File: src/vses_pkg.sv
`timescale 1ns / 1ps
// Shared constants, types and the exp2 root table of the variable-step smoother.
package vses_pkg;

   localparam int DATA_WIDTH  = 32;
   localparam int WEIGHT_BITS = 16;
   localparam int POW_STEPS   = 16;
   localparam int EXP_WIDTH   = 16;
   localparam int EXP_FRAC    = 8;
   localparam int R_FRAC      = 30;
   localparam int R_WIDTH     = R_FRAC + 1;
   localparam int LEAD_W      = $clog2(WEIGHT_BITS + 1);
   localparam int N_W         = LEAD_W + POW_STEPS;
   localparam int Q_W         = N_W + EXP_WIDTH - EXP_FRAC;
   localparam int IP_W        = Q_W - POW_STEPS;
   localparam int SH_W        = IP_W + 1;
   localparam int STEP_W      = $clog2(POW_STEPS);
   localparam int POS_W       = $clog2(WEIGHT_BITS);
   localparam int MUL_A_W     = R_WIDTH + 1;
   localparam int MUL_B_W     = DATA_WIDTH + 1;
   localparam int PROD_W      = MUL_A_W + MUL_B_W - 1;
   localparam int CSR_INDEX_W = 2;

   localparam logic [EXP_WIDTH-1:0] EXP_ONE = EXP_WIDTH'(1 << EXP_FRAC);

   localparam logic [CSR_INDEX_W-1:0] CSR_ALPHA    = 2'd0;
   localparam logic [CSR_INDEX_W-1:0] CSR_CEIL_EN  = 2'd1;
   localparam logic [CSR_INDEX_W-1:0] CSR_CEIL_VAL = 2'd2;

   localparam logic CMD_APPLY = 1'b0;
   localparam logic CMD_CLEAR = 1'b1;

   typedef enum logic [2:0] {
      ST_IDLE,
      ST_LOG,
      ST_PROD,
      ST_EXP,
      ST_WGT,
      ST_BLEND,
      ST_DONE
   } state_type;

   typedef struct packed {
      logic                          command;
      logic [EXP_WIDTH-1:0]          exponent;
      logic signed [DATA_WIDTH-1:0]  sample;
   } req_type;

   typedef struct packed {
      logic signed [DATA_WIDTH-1:0]  filtered;
      logic                          first_sample;
      logic                          clamped;
   } rsp_type;

   typedef struct packed {
      logic [WEIGHT_BITS-1:0]        alpha;
      logic                          ceiling_enable;
      logic signed [DATA_WIDTH-1:0]  ceiling_value;
   } cfg_type;

   typedef struct packed {
      logic start;
      logic slot_free;
   } core_ctrl_type;

   typedef struct packed {
      logic idle;
      logic done;
   } core_stat_type;

   typedef logic [POW_STEPS-1:0][R_FRAC-1:0] root_tab_type;

   // Integer square root, bit-pair method.
   function automatic logic [63:0] isqrt(input logic [63:0] x);
      logic [63:0] rem;
      logic [63:0] res;
      logic [63:0] bit_v;
      int          i;
      rem   = x;
      res   = '0;
      bit_v = 64'd1 << 62;
      for (i = 0; i < 32; i++) begin
         if (rem >= res + bit_v) begin
            rem = rem - (res + bit_v);
            res = (res >> 1) + bit_v;
         end else begin
            res = res >> 1;
         end
         bit_v = bit_v >> 2;
      end
      return res;
   endfunction

   // Entry k holds 0.5^(2^-(k+1)) in Q30: repeated square roots of one half.
   function automatic root_tab_type build_roots();
      root_tab_type tab;
      logic [63:0]  c;
      int           k;
      c = isqrt(64'd1 << (2 * R_FRAC - 1));
      for (k = 0; k < POW_STEPS; k++) begin
         tab[k] = c[R_FRAC-1:0];
         c      = isqrt(c << R_FRAC);
      end
      return tab;
   endfunction

   localparam root_tab_type EXP_ROOT = build_roots();

endpackage

File: src/vses_mul.sv
`timescale 1ns / 1ps
// Shared signed multiplier used by every multiplication of the smoother.
module vses_mul (
   input  logic signed [vses_pkg::MUL_A_W-1:0] op_a,
   input  logic signed [vses_pkg::MUL_B_W-1:0] op_b,
   output logic signed [vses_pkg::PROD_W-1:0]  prod
);

   logic signed [vses_pkg::PROD_W-1:0] a_ext;
   logic signed [vses_pkg::PROD_W-1:0] b_ext;

   assign a_ext = vses_pkg::PROD_W'(op_a);
   assign b_ext = vses_pkg::PROD_W'(op_b);
   assign prod  = a_ext * b_ext;

endmodule

File: src/vses_core.sv
`timescale 1ns / 1ps
// Sequencer and datapath: log2 squaring, exp2 roots and blend on one multiplier.
module vses_core (
   input  logic                    clock,
   input  logic                    reset,
   input  vses_pkg::core_ctrl_type ctrl,
   input  vses_pkg::req_type       req,
   input  vses_pkg::cfg_type       cfg,
   output vses_pkg::core_stat_type stat,
   output vses_pkg::rsp_type       rsp
);

   vses_pkg::state_type state_ff, state_in;
   logic [vses_pkg::STEP_W-1:0]            step_ff, step_in;
   vses_pkg::req_type                      item_ff, item_in;
   logic [vses_pkg::WEIGHT_BITS-1:0]       m_ff, m_in;
   logic [vses_pkg::POW_STEPS-1:0]         frac_ff, frac_in;
   logic [vses_pkg::Q_W-1:0]               q_ff, q_in;
   logic [vses_pkg::R_WIDTH-1:0]           r_ff, r_in;
   logic [vses_pkg::WEIGHT_BITS-1:0]       w_ff, w_in;
   logic signed [vses_pkg::DATA_WIDTH-1:0] y_ff, y_in;
   logic                                   first_ff, first_in;
   logic                                   clear_ff, clear_in;
   logic signed [vses_pkg::DATA_WIDTH-1:0] smoothed_ff, smoothed_in;
   logic                                   has_value_ff, has_value_in;

   logic signed [vses_pkg::MUL_A_W-1:0]    mul_a;
   logic signed [vses_pkg::MUL_B_W-1:0]    mul_b;
   logic signed [vses_pkg::PROD_W-1:0]     prod;

   logic [vses_pkg::POS_W-1:0]             pos;
   logic [vses_pkg::LEAD_W-1:0]            lead;
   logic [vses_pkg::N_W-1:0]               n_val;
   logic signed [vses_pkg::MUL_B_W-1:0]    diff;
   logic [vses_pkg::WEIGHT_BITS:0]         sq;
   logic [vses_pkg::STEP_W-1:0]            frac_sel;
   logic [vses_pkg::POW_STEPS-1:0]         f_val;
   logic [vses_pkg::IP_W-1:0]              ip;
   logic [vses_pkg::SH_W-1:0]              sh;
   logic [vses_pkg::R_WIDTH-1:0]           shifted;
   logic                                   last_step;
   logic                                   special;
   logic                                   over;

   vses_mul u_mul (
      .op_a (mul_a),
      .op_b (mul_b),
      .prod (prod)
   );

   // Top set bit of alpha.
   always_comb begin
      pos = '0;
      for (int i = 0; i < vses_pkg::WEIGHT_BITS; i++) begin
         if (cfg.alpha[i]) begin
            pos = vses_pkg::POS_W'(i);
         end
      end
   end

   assign lead      = vses_pkg::LEAD_W'(vses_pkg::WEIGHT_BITS) - vses_pkg::LEAD_W'(pos);
   assign n_val     = {lead, {vses_pkg::POW_STEPS{1'b0}}} - vses_pkg::N_W'(frac_ff);
   assign diff      = vses_pkg::MUL_B_W'(smoothed_ff) - vses_pkg::MUL_B_W'(item_ff.sample);
   assign sq        = prod[vses_pkg::WEIGHT_BITS-1 +: vses_pkg::WEIGHT_BITS+1];
   assign frac_sel  = vses_pkg::STEP_W'(vses_pkg::POW_STEPS - 1) - step_ff;
   assign f_val     = q_ff[vses_pkg::POW_STEPS-1:0];
   assign ip        = q_ff[vses_pkg::Q_W-1:vses_pkg::POW_STEPS];
   assign sh        = vses_pkg::SH_W'(ip)
                      + vses_pkg::SH_W'(vses_pkg::R_FRAC - vses_pkg::WEIGHT_BITS);
   assign shifted   = (sh >= vses_pkg::SH_W'(vses_pkg::R_WIDTH)) ? '0 : (r_ff >> sh);
   assign last_step = (step_ff == vses_pkg::STEP_W'(vses_pkg::POW_STEPS - 1));
   assign special   = (req.exponent == vses_pkg::EXP_ONE) || (cfg.alpha == '0);
   assign over      = cfg.ceiling_enable && (y_ff > cfg.ceiling_value);

   // Next state.
   always_comb begin
      state_in = state_ff;
      case (state_ff)
         vses_pkg::ST_IDLE: begin
            if (ctrl.start) begin
               if (req.command == vses_pkg::CMD_CLEAR || !has_value_ff) begin
                  state_in = vses_pkg::ST_DONE;
               end else if (special) begin
                  state_in = vses_pkg::ST_BLEND;
               end else begin
                  state_in = vses_pkg::ST_LOG;
               end
            end
         end
         vses_pkg::ST_LOG: begin
            if (last_step) begin
               state_in = vses_pkg::ST_PROD;
            end
         end
         vses_pkg::ST_PROD:  state_in = vses_pkg::ST_EXP;
         vses_pkg::ST_EXP: begin
            if (last_step) begin
               state_in = vses_pkg::ST_WGT;
            end
         end
         vses_pkg::ST_WGT:   state_in = vses_pkg::ST_BLEND;
         vses_pkg::ST_BLEND: state_in = vses_pkg::ST_DONE;
         vses_pkg::ST_DONE: begin
            if (ctrl.slot_free) begin
               state_in = vses_pkg::ST_IDLE;
            end
         end
         default: state_in = vses_pkg::ST_IDLE;
      endcase
   end

   // Outputs: multiplier operands, status and result.
   always_comb begin
      mul_a = '0;
      mul_b = '0;
      case (state_ff)
         vses_pkg::ST_LOG: begin
            mul_a = vses_pkg::MUL_A_W'(m_ff);
            mul_b = vses_pkg::MUL_B_W'(m_ff);
         end
         vses_pkg::ST_PROD: begin
            mul_a = vses_pkg::MUL_A_W'(n_val);
            mul_b = vses_pkg::MUL_B_W'(item_ff.exponent);
         end
         vses_pkg::ST_EXP: begin
            mul_a = vses_pkg::MUL_A_W'(r_ff);
            mul_b = vses_pkg::MUL_B_W'(vses_pkg::EXP_ROOT[step_ff]);
         end
         vses_pkg::ST_BLEND: begin
            mul_a = vses_pkg::MUL_A_W'(w_ff);
            mul_b = diff;
         end
         default: begin
            mul_a = '0;
            mul_b = '0;
         end
      endcase

      stat.idle = (state_ff == vses_pkg::ST_IDLE);
      stat.done = (state_ff == vses_pkg::ST_DONE) && ctrl.slot_free;

      if (clear_ff) begin
         rsp.filtered     = '0;
         rsp.first_sample = 1'b0;
         rsp.clamped      = 1'b0;
      end else begin
         rsp.filtered     = over ? cfg.ceiling_value : y_ff;
         rsp.first_sample = first_ff;
         rsp.clamped      = over;
      end
   end

   // Datapath register updates.
   always_comb begin
      step_in      = step_ff;
      item_in      = item_ff;
      m_in         = m_ff;
      frac_in      = frac_ff;
      q_in         = q_ff;
      r_in         = r_ff;
      w_in         = w_ff;
      y_in         = y_ff;
      first_in     = first_ff;
      clear_in     = clear_ff;
      smoothed_in  = smoothed_ff;
      has_value_in = has_value_ff;
      case (state_ff)
         vses_pkg::ST_IDLE: begin
            if (ctrl.start) begin
               item_in  = req;
               step_in  = '0;
               frac_in  = '0;
               m_in     = vses_pkg::WEIGHT_BITS'(cfg.alpha
                          << (vses_pkg::POS_W'(vses_pkg::WEIGHT_BITS - 1) - pos));
               clear_in = (req.command == vses_pkg::CMD_CLEAR);
               first_in = (req.command == vses_pkg::CMD_APPLY) && !has_value_ff;
               y_in     = req.sample;
               // Exponent of one keeps alpha; zero alpha gives zero, or just below one at exponent zero.
               if (req.exponent == vses_pkg::EXP_ONE) begin
                  w_in = cfg.alpha;
               end else if (req.exponent == '0) begin
                  w_in = '1;
               end else begin
                  w_in = '0;
               end
            end
         end
         vses_pkg::ST_LOG: begin
            step_in = step_ff + vses_pkg::STEP_W'(1);
            frac_in = {frac_ff[vses_pkg::POW_STEPS-2:0], sq[vses_pkg::WEIGHT_BITS]};
            m_in    = sq[vses_pkg::WEIGHT_BITS] ? sq[vses_pkg::WEIGHT_BITS:1]
                                                : sq[vses_pkg::WEIGHT_BITS-1:0];
         end
         vses_pkg::ST_PROD: begin
            q_in    = prod[vses_pkg::EXP_FRAC +: vses_pkg::Q_W];
            step_in = '0;
            r_in    = vses_pkg::R_WIDTH'(1) << vses_pkg::R_FRAC;
         end
         vses_pkg::ST_EXP: begin
            step_in = step_ff + vses_pkg::STEP_W'(1);
            if (f_val[frac_sel]) begin
               r_in = prod[vses_pkg::R_FRAC +: vses_pkg::R_WIDTH];
            end
         end
         vses_pkg::ST_WGT: begin
            // Saturate a weight of one to just below one.
            w_in = (|shifted[vses_pkg::R_WIDTH-1:vses_pkg::WEIGHT_BITS]) ? '1
                   : shifted[vses_pkg::WEIGHT_BITS-1:0];
         end
         vses_pkg::ST_BLEND: begin
            y_in = item_ff.sample + vses_pkg::DATA_WIDTH'(prod >>> vses_pkg::WEIGHT_BITS);
         end
         vses_pkg::ST_DONE: begin
            if (ctrl.slot_free) begin
               smoothed_in  = rsp.filtered;
               has_value_in = !clear_ff;
            end
         end
         default: begin
            step_in = step_ff;
         end
      endcase
   end

   always_ff @(posedge clock) begin
      if (reset) begin
         state_ff     <= vses_pkg::ST_IDLE;
         smoothed_ff  <= '0;
         has_value_ff <= 1'b0;
      end else begin
         state_ff     <= state_in;
         smoothed_ff  <= smoothed_in;
         has_value_ff <= has_value_in;
      end
   end

   always_ff @(posedge clock) begin
      step_ff  <= step_in;
      item_ff  <= item_in;
      m_ff     <= m_in;
      frac_ff  <= frac_in;
      q_ff     <= q_in;
      r_ff     <= r_in;
      w_ff     <= w_in;
      y_ff     <= y_in;
      first_ff <= first_in;
      clear_ff <= clear_in;
   end

endmodule

File: src/variable_step_exponential_smoother_top.sv
`timescale 1ns / 1ps
// Top level of the variable-step smoother: register bank, sequenced core and result register.
// A general apply item passes from the transfer that brings it in through 16 log2 squarings,
//   1 exponent product, 16 exp2 root steps, weight, blend and finish to the result register.
// Exponent 1.0 or alpha zero go straight to blend and finish; clear or first sample to finish.
// A new item is taken only once the sequencer is back in idle, as all steps share one multiplier.
// Reset (synchronous): alpha all ones, ceiling off at the largest positive value, history empty.
module variable_step_exponential_smoother_top (
   input  logic                                clock,
   input  logic                                reset,
   input  logic                                req_valid,
   output logic                                req_ready,
   input  vses_pkg::req_type                   req_data,
   output logic                                rsp_valid,
   input  logic                                rsp_ready,
   output vses_pkg::rsp_type                   rsp_data,
   input  logic                                csr_valid,
   output logic                                csr_ready,
   input  logic [vses_pkg::CSR_INDEX_W-1:0]    csr_index,
   input  logic [vses_pkg::DATA_WIDTH-1:0]     csr_data
);

   // Configuration registers.
   logic [vses_pkg::WEIGHT_BITS-1:0]       alpha_ff, alpha_in;
   logic                                   ceil_en_ff, ceil_en_in;
   logic signed [vses_pkg::DATA_WIDTH-1:0] ceil_val_ff, ceil_val_in;

   // Result register: lets the core take and work on the next item while a result still waits downstream.
   logic                                   rsp_valid_ff, rsp_valid_in;
   vses_pkg::rsp_type                      rsp_data_ff, rsp_data_in;

   vses_pkg::cfg_type                      cfg;
   vses_pkg::core_ctrl_type                core_ctrl;
   vses_pkg::core_stat_type                core_stat;
   vses_pkg::rsp_type                      core_rsp;
   logic                                   csr_write;

   // Writes are always taken: csr_ready is tied high.
   assign csr_ready = 1'b1;
   assign csr_write = csr_valid && csr_ready;

   always_comb begin
      alpha_in    = alpha_ff;
      ceil_en_in  = ceil_en_ff;
      ceil_val_in = ceil_val_ff;
      if (csr_write) begin
         case (csr_index)
            vses_pkg::CSR_ALPHA:    alpha_in    = csr_data[vses_pkg::WEIGHT_BITS-1:0];
            vses_pkg::CSR_CEIL_EN:  ceil_en_in  = csr_data[0];
            vses_pkg::CSR_CEIL_VAL: ceil_val_in = csr_data;
            default:                alpha_in    = alpha_ff;
         endcase
      end
   end

   assign cfg.alpha          = alpha_ff;
   assign cfg.ceiling_enable = ceil_en_ff;
   assign cfg.ceiling_value  = ceil_val_ff;

   // Take a new item only while the sequencer sits idle.
   assign req_ready           = core_stat.idle;
   assign core_ctrl.start     = req_valid && req_ready;
   // The core may hand over its result when the output register is empty or draining.
   assign core_ctrl.slot_free = !rsp_valid_ff || rsp_ready;

   vses_core u_core (
      .clock (clock),
      .reset (reset),
      .ctrl  (core_ctrl),
      .req   (req_data),
      .cfg   (cfg),
      .stat  (core_stat),
      .rsp   (core_rsp)
   );

   // Load on core completion, drop after the downstream transfer.
   always_comb begin
      rsp_valid_in = rsp_valid_ff;
      rsp_data_in  = rsp_data_ff;
      if (core_stat.done) begin
         rsp_valid_in = 1'b1;
         rsp_data_in  = core_rsp;
      end else if (rsp_ready) begin
         rsp_valid_in = 1'b0;
      end
   end

   assign rsp_valid = rsp_valid_ff;
   assign rsp_data  = rsp_data_ff;

   always_ff @(posedge clock) begin
      if (reset) begin
         alpha_ff     <= '1;
         ceil_en_ff   <= 1'b0;
         ceil_val_ff  <= {1'b0, {(vses_pkg::DATA_WIDTH - 1){1'b1}}};
         rsp_valid_ff <= 1'b0;
      end else begin
         alpha_ff     <= alpha_in;
         ceil_en_ff   <= ceil_en_in;
         ceil_val_ff  <= ceil_val_in;
         rsp_valid_ff <= rsp_valid_in;
      end
   end

   always_ff @(posedge clock) begin
      rsp_data_ff <= rsp_data_in;
   end

`ifndef SYNTHESIS
   // The core never overwrites a result that is still waiting.
   a_no_overwrite: assert property (@(posedge clock) disable iff (reset)
      core_stat.done |-> (!rsp_valid_ff || rsp_ready))
      else $error("result register overwritten");

   // An accepted item always takes the sequencer out of idle.
   a_busy_after_start: assert property (@(posedge clock) disable iff (reset)
      core_ctrl.start |=> !core_stat.idle)
      else $error("sequencer stayed idle after accepting an item");

   // A clamped result carries exactly the ceiling, and only with clamping enabled.
   a_clamp_value: assert property (@(posedge clock) disable iff (reset)
      (rsp_valid_ff && rsp_data_ff.clamped) |->
         (ceil_en_ff && rsp_data_ff.filtered == ceil_val_ff))
      else $error("clamped result differs from the ceiling");

   // A stalled result holds valid and payload until the downstream transfer.
   a_rsp_hold: assert property (@(posedge clock) disable iff (reset)
      (rsp_valid_ff && !rsp_ready) |=> (rsp_valid_ff && $stable(rsp_data_ff)))
      else $error("result changed while stalled");
`endif

endmodule
File: config.mk
export PLATFORM = sky130hd
export DESIGN_NAME = variable_step_exponential_smoother_top
export DESIGN_NICKNAME = d
export VERILOG_FILES = /design/src/vses_pkg.sv /design/src/vses_mul.sv /design/src/vses_core.sv /design/src/variable_step_exponential_smoother_top.sv
export SDC_FILE = /design/constraint.sdc
export NUM_CORES = 2
export LEC_CHECK = 0
export ABC_AREA = 1
export BUFFER_PORTS_ARGS = -buffer_cell sky130_fd_sc_hd__buf_2
export CORE_ASPECT_RATIO = 1.4
export CORE_MARGIN = 3
export CORE_UTILIZATION = 38
export CTS_CLUSTER_SIZE = 30
export DETAILED_ROUTE_END_ITERATION = 16
export HOLD_SLACK_MARGIN = 0.12
export SLEW_MARGIN = 20
export SYNTH_ARGS = -nofsm -noshare
export SYNTH_HDL_FRONTEND = slang
export SYNTH_SLANG_ARGS = --single-unit
File: constraint.sdc
create_clock -name clock -period 9.1 [get_ports clock]
set_input_delay 0.91 -clock clock [delete_from_list [all_inputs] [get_ports clock]]
set_output_delay 0.91 -clock clock [all_outputs]
set_load 0.005 [all_outputs]
==> results_dict.tcl <==
set metrics [dict create \
    grt_pass1_vias 53900 \
    synth-edff-count 228 \
    initial_core_util 0.384 \
    grt_max_degree 84 \
    core_area_mm2 0.145 \
    synth_top_area_frac 0.374 \
    fill_cells 13600 \
    maxSlewHeadroom 0.347 \
    hold_viol 0 \
    synth_area_mm2 0.0556 \
    cts_buffer_depth 3 \
    r2r_slack_ns -1.41 \
    insertion_delay_ns 0.58 \
    cp.arrival_ns 10.81 \
    busiest_layer "met2" \
    clkTransAtPathRegs_ns 0.06 \
    critical_path_class "reg -> reg" \
    finalSetupTns_ns -36.23 \
    nets 9440 \
    die_area_mm2 0.151 \
    cts.hold.buffers_added 0 \
    cts_made_buffers 36 \
    design.portCount 125 \
    clkSinkCount 343 \
    syn_to_final_growth_pct 33.0 \
    whs_ns 0.518 \
    ys.flop_type "edfxtp_1" \
    rsz0062_at_grt "true" \
    drv_cap 0 \
    place.gp.congestion 0.944 \
    synth_cell_types 62 \
    worst_slew_pin_slew_ns 0.980 \
    avgSynthCellArea_um2 8.17 \
    first_pass_iters 8 \
    antenna_found_initial 2 \
    cts_tree "yes" \
    violations "negative setup slack" \
    fin_worst_skew_ns 0.0309 \
    dp_hpwl_mm 176 \
    seq_area_frac_synth 0.165 \
    port_buffers 123 \
    drt_iter0_drc 3034 \
    slowest_stage "fa_1" \
    fmax_ghz 0.0952 \
    multiInputGateArea_mm2 0.0434 \
    holdCritPathClass "reg -> reg" \
    rr_endpoint "u_core.y_ff[31]$_DFFE_PP_" \
    cp_common_cell "fa_1" \
    final_cells 9976 \
    antenna_cells 0 \
    vias 50200 \
    place_inst 9787 \
    reg2reg_from "u_core.item_ff[0]$_DFFE_PP_" \
    ys_top_cells_by_area "fa_1, edfxtp_1, inv_1, nand2_1, ha_1" \
    grtUsageMet2 0.499 \
    required_ns 9.40 \
    gr-total-overflow 0 \
    synth_area_leader_cell "fa_1" \
    totalWireLength_mm 204 \
    critPathMaxFanout 4 \
    async_flop_share 0 \
    grt_usage 0.272 \
    r2r_cells 53 \
    post-route-period-util 1.15 \
    grt_pass1_wl_mm 313 \
    ys_ff_latch 343 \
    fin_ws_ns -1.41 \
    drive_gt1_frac 0.271 \
    critPathLaunchType "flop" \
    use_met3 0.0230 \
    syn_inst 6799 \
    antenna_left 0 \
    min_path_cells 2 \
    die_w_um 329 \
    critPathCaptureType "flop" \
    rows 165 \
    status "finished, violations left" \
    avgViaCountPerCell 5.03 \
    gr-usage-met1 0.309 \
    seqCellArea_mm2 0.00915 \
    drc 0 \
    htree_levels 2 \
    ctsRootBufferMaster "clkbuf_16" \
    setup_viol 66 \
    hold_start "ceil_en_ff$_SDFFE_PP0P_" \
    routedWlPerCell_um 20.4 \
    min_to "ceil_en_ff$_SDFFE_PP0P_" \
    fin_crit_ns 10.51 \
    drv_slew 0 \
    fp.dieH_um 459 \
    yosys_warnings 0 \
    cpPeakStageDelay_ns 0.60 \
]
## worst max-delay path: cells and delay by family (launching register included)
family	cells	cell delay, ns
XOR/XNOR	2	0.38
AO/OA/AOI/OAI	11	1.43
flip-flops	1	0.44
adder cells (fa/ha/maj)	12	5.18
buffers and inverters	14	1.50
AND/OR/NAND/NOR	14	1.24
## cell usage in the layout, fill, tap and decap left out, types with 123 or more instances in the layout
| cell | netlist | layout |
|---|---|---|
| o21ai_0 | 260 | 180 |
| a21oi_1 | 337 | 231 |
| ha_1 | 286 | 216 |
| nor2_1 | 576 | 490 |
| nand2_1 | 1394 | 1263 |
| nand3_1 | 231 | 199 |
| fa_1 | 1038 | 1005 |
| inv_1 | 1577 | 1510 |
| edfxtp_1 | 228 | 228 |
| buf_4 | 6 | 1109 |
| buf_2 | 51 | 123 |
## cell families after synthesis
kind of cell	after synthesis	share of synthesized area
other	2	0.000135
flip-flops	343	0.165
AND/OR/NAND/NOR	2410	0.178
AO/OA/AOI/OAI	796	0.0807
multiplexers	1	0.000180
XOR/XNOR	68	0.0111
adder cells (fa/ha/maj)	1324	0.438
buffers and inverters	1855	0.127
## sequential cells by signal, indices dropped and copies added (netlist names), 29 cells and up, named ones only
name and cells:
u_core.q_ff 29, u_core.smoothed_ff 32, u_core.item_ff 48, ceil_val_ff 32, u_core.y_ff 32, rsp_data 34, u_core.r_ff 31
## synthesized netlist by cell type (all sizes together), types with 2 or more instances
cell type,instances
dfxtp,115
a21boi,4
ha,286
o21bai,9
o311ai,3
o21ai,273
buf,81
o21a,9
a31oi,26
a221oi,18
clkbuf,174
o211ai,73
o221ai,5
nor3,47
xor2,44
and2,6
fa,1038
a21oi,338
nand3,235
or2,15
nor4,15
nand3b,10
xnor2,24
edfxtp,228
nor2,588
and3,3
conb,2
nand4,78
clkinv,11
a22o,3
o31ai,6
nor3b,4
o22ai,4
a21o,14
a2111oi,2
inv,1589
a211oi,5
nand2,1409
## routing by layer
metal	up-vias	wire length (µm)
met5	-	13
met4	2	13700
met3	490	8800
met2	1565	107000
met1	25100	74600
li1	23100	-
## through the flow
| stage | cell area, µm² | setup slack [ns] | util |
|---|---|---|---|
| after detailed placement | 68300 | -2.18 | 0.472 |
| final | 73900 | -1.41 | 0.510 |
| after floorplan | 56500 | -0.345 | - |
| after global placement | 68300 | -2.17 | 0.472 |
| after CTS | 72400 | -1.29 | 0.499 |
| after global routing | 73900 | -1.82 | 0.510 |
## repair_timing
action	4_1_cts	5_1_grt
setup buffers	93	42
setup endpoints to repair	89	89
pin swaps	203	148
resized for setup	515	306
hold endpoints to repair	0	0
gates cloned	1	1
## layout make-up
| class | count | share of cell area |
|---|---|---|
| Multi-Input combinational cell | 4649 | 0.587 |
| Timing Repair Buffer | 1398 | 0.159 |
| Sequential cell | 343 | 0.124 |
| Inverter | 1600 | 0.0819 |
| Tap cell | 1920 | 0.0325 |
| Clock buffer | 46 | 0.0134 |
| Clock inverter | 20 | 0.00305 |
## worst max-delay path by stage
| stage | from | endpoint | slack (ns) | cells past startpoint |
|---|---|---|---|---|
| after floorplan | u_core.item_ff[0]$_DFFE_PP_ | u_core.y_ff[31]$_DFFE_PP_ | -0.34 | 46 |
| after global placement | u_core.item_ff[0]$_DFFE_PP_ | u_core.y_ff[30]$_DFFE_PP_ | -2.17 | 50 |
| after detailed placement | u_core.item_ff[0]$_DFFE_PP_ | u_core.y_ff[30]$_DFFE_PP_ | -2.18 | 50 |
| after CTS | u_core.item_ff[0]$_DFFE_PP_ | u_core.y_ff[30]$_DFFE_PP_ | -1.29 | 53 |
| after global routing | u_core.item_ff[0]$_DFFE_PP_ | u_core.y_ff[31]$_DFFE_PP_ | -1.82 | 53 |
| final | u_core.item_ff[0]$_DFFE_PP_ | u_core.y_ff[31]$_DFFE_PP_ | -1.41 | 53 |
Power is left out: the tool's default activity adds up to more than one toggle a clock period on the data nets, which glitch-free logic cannot reach.
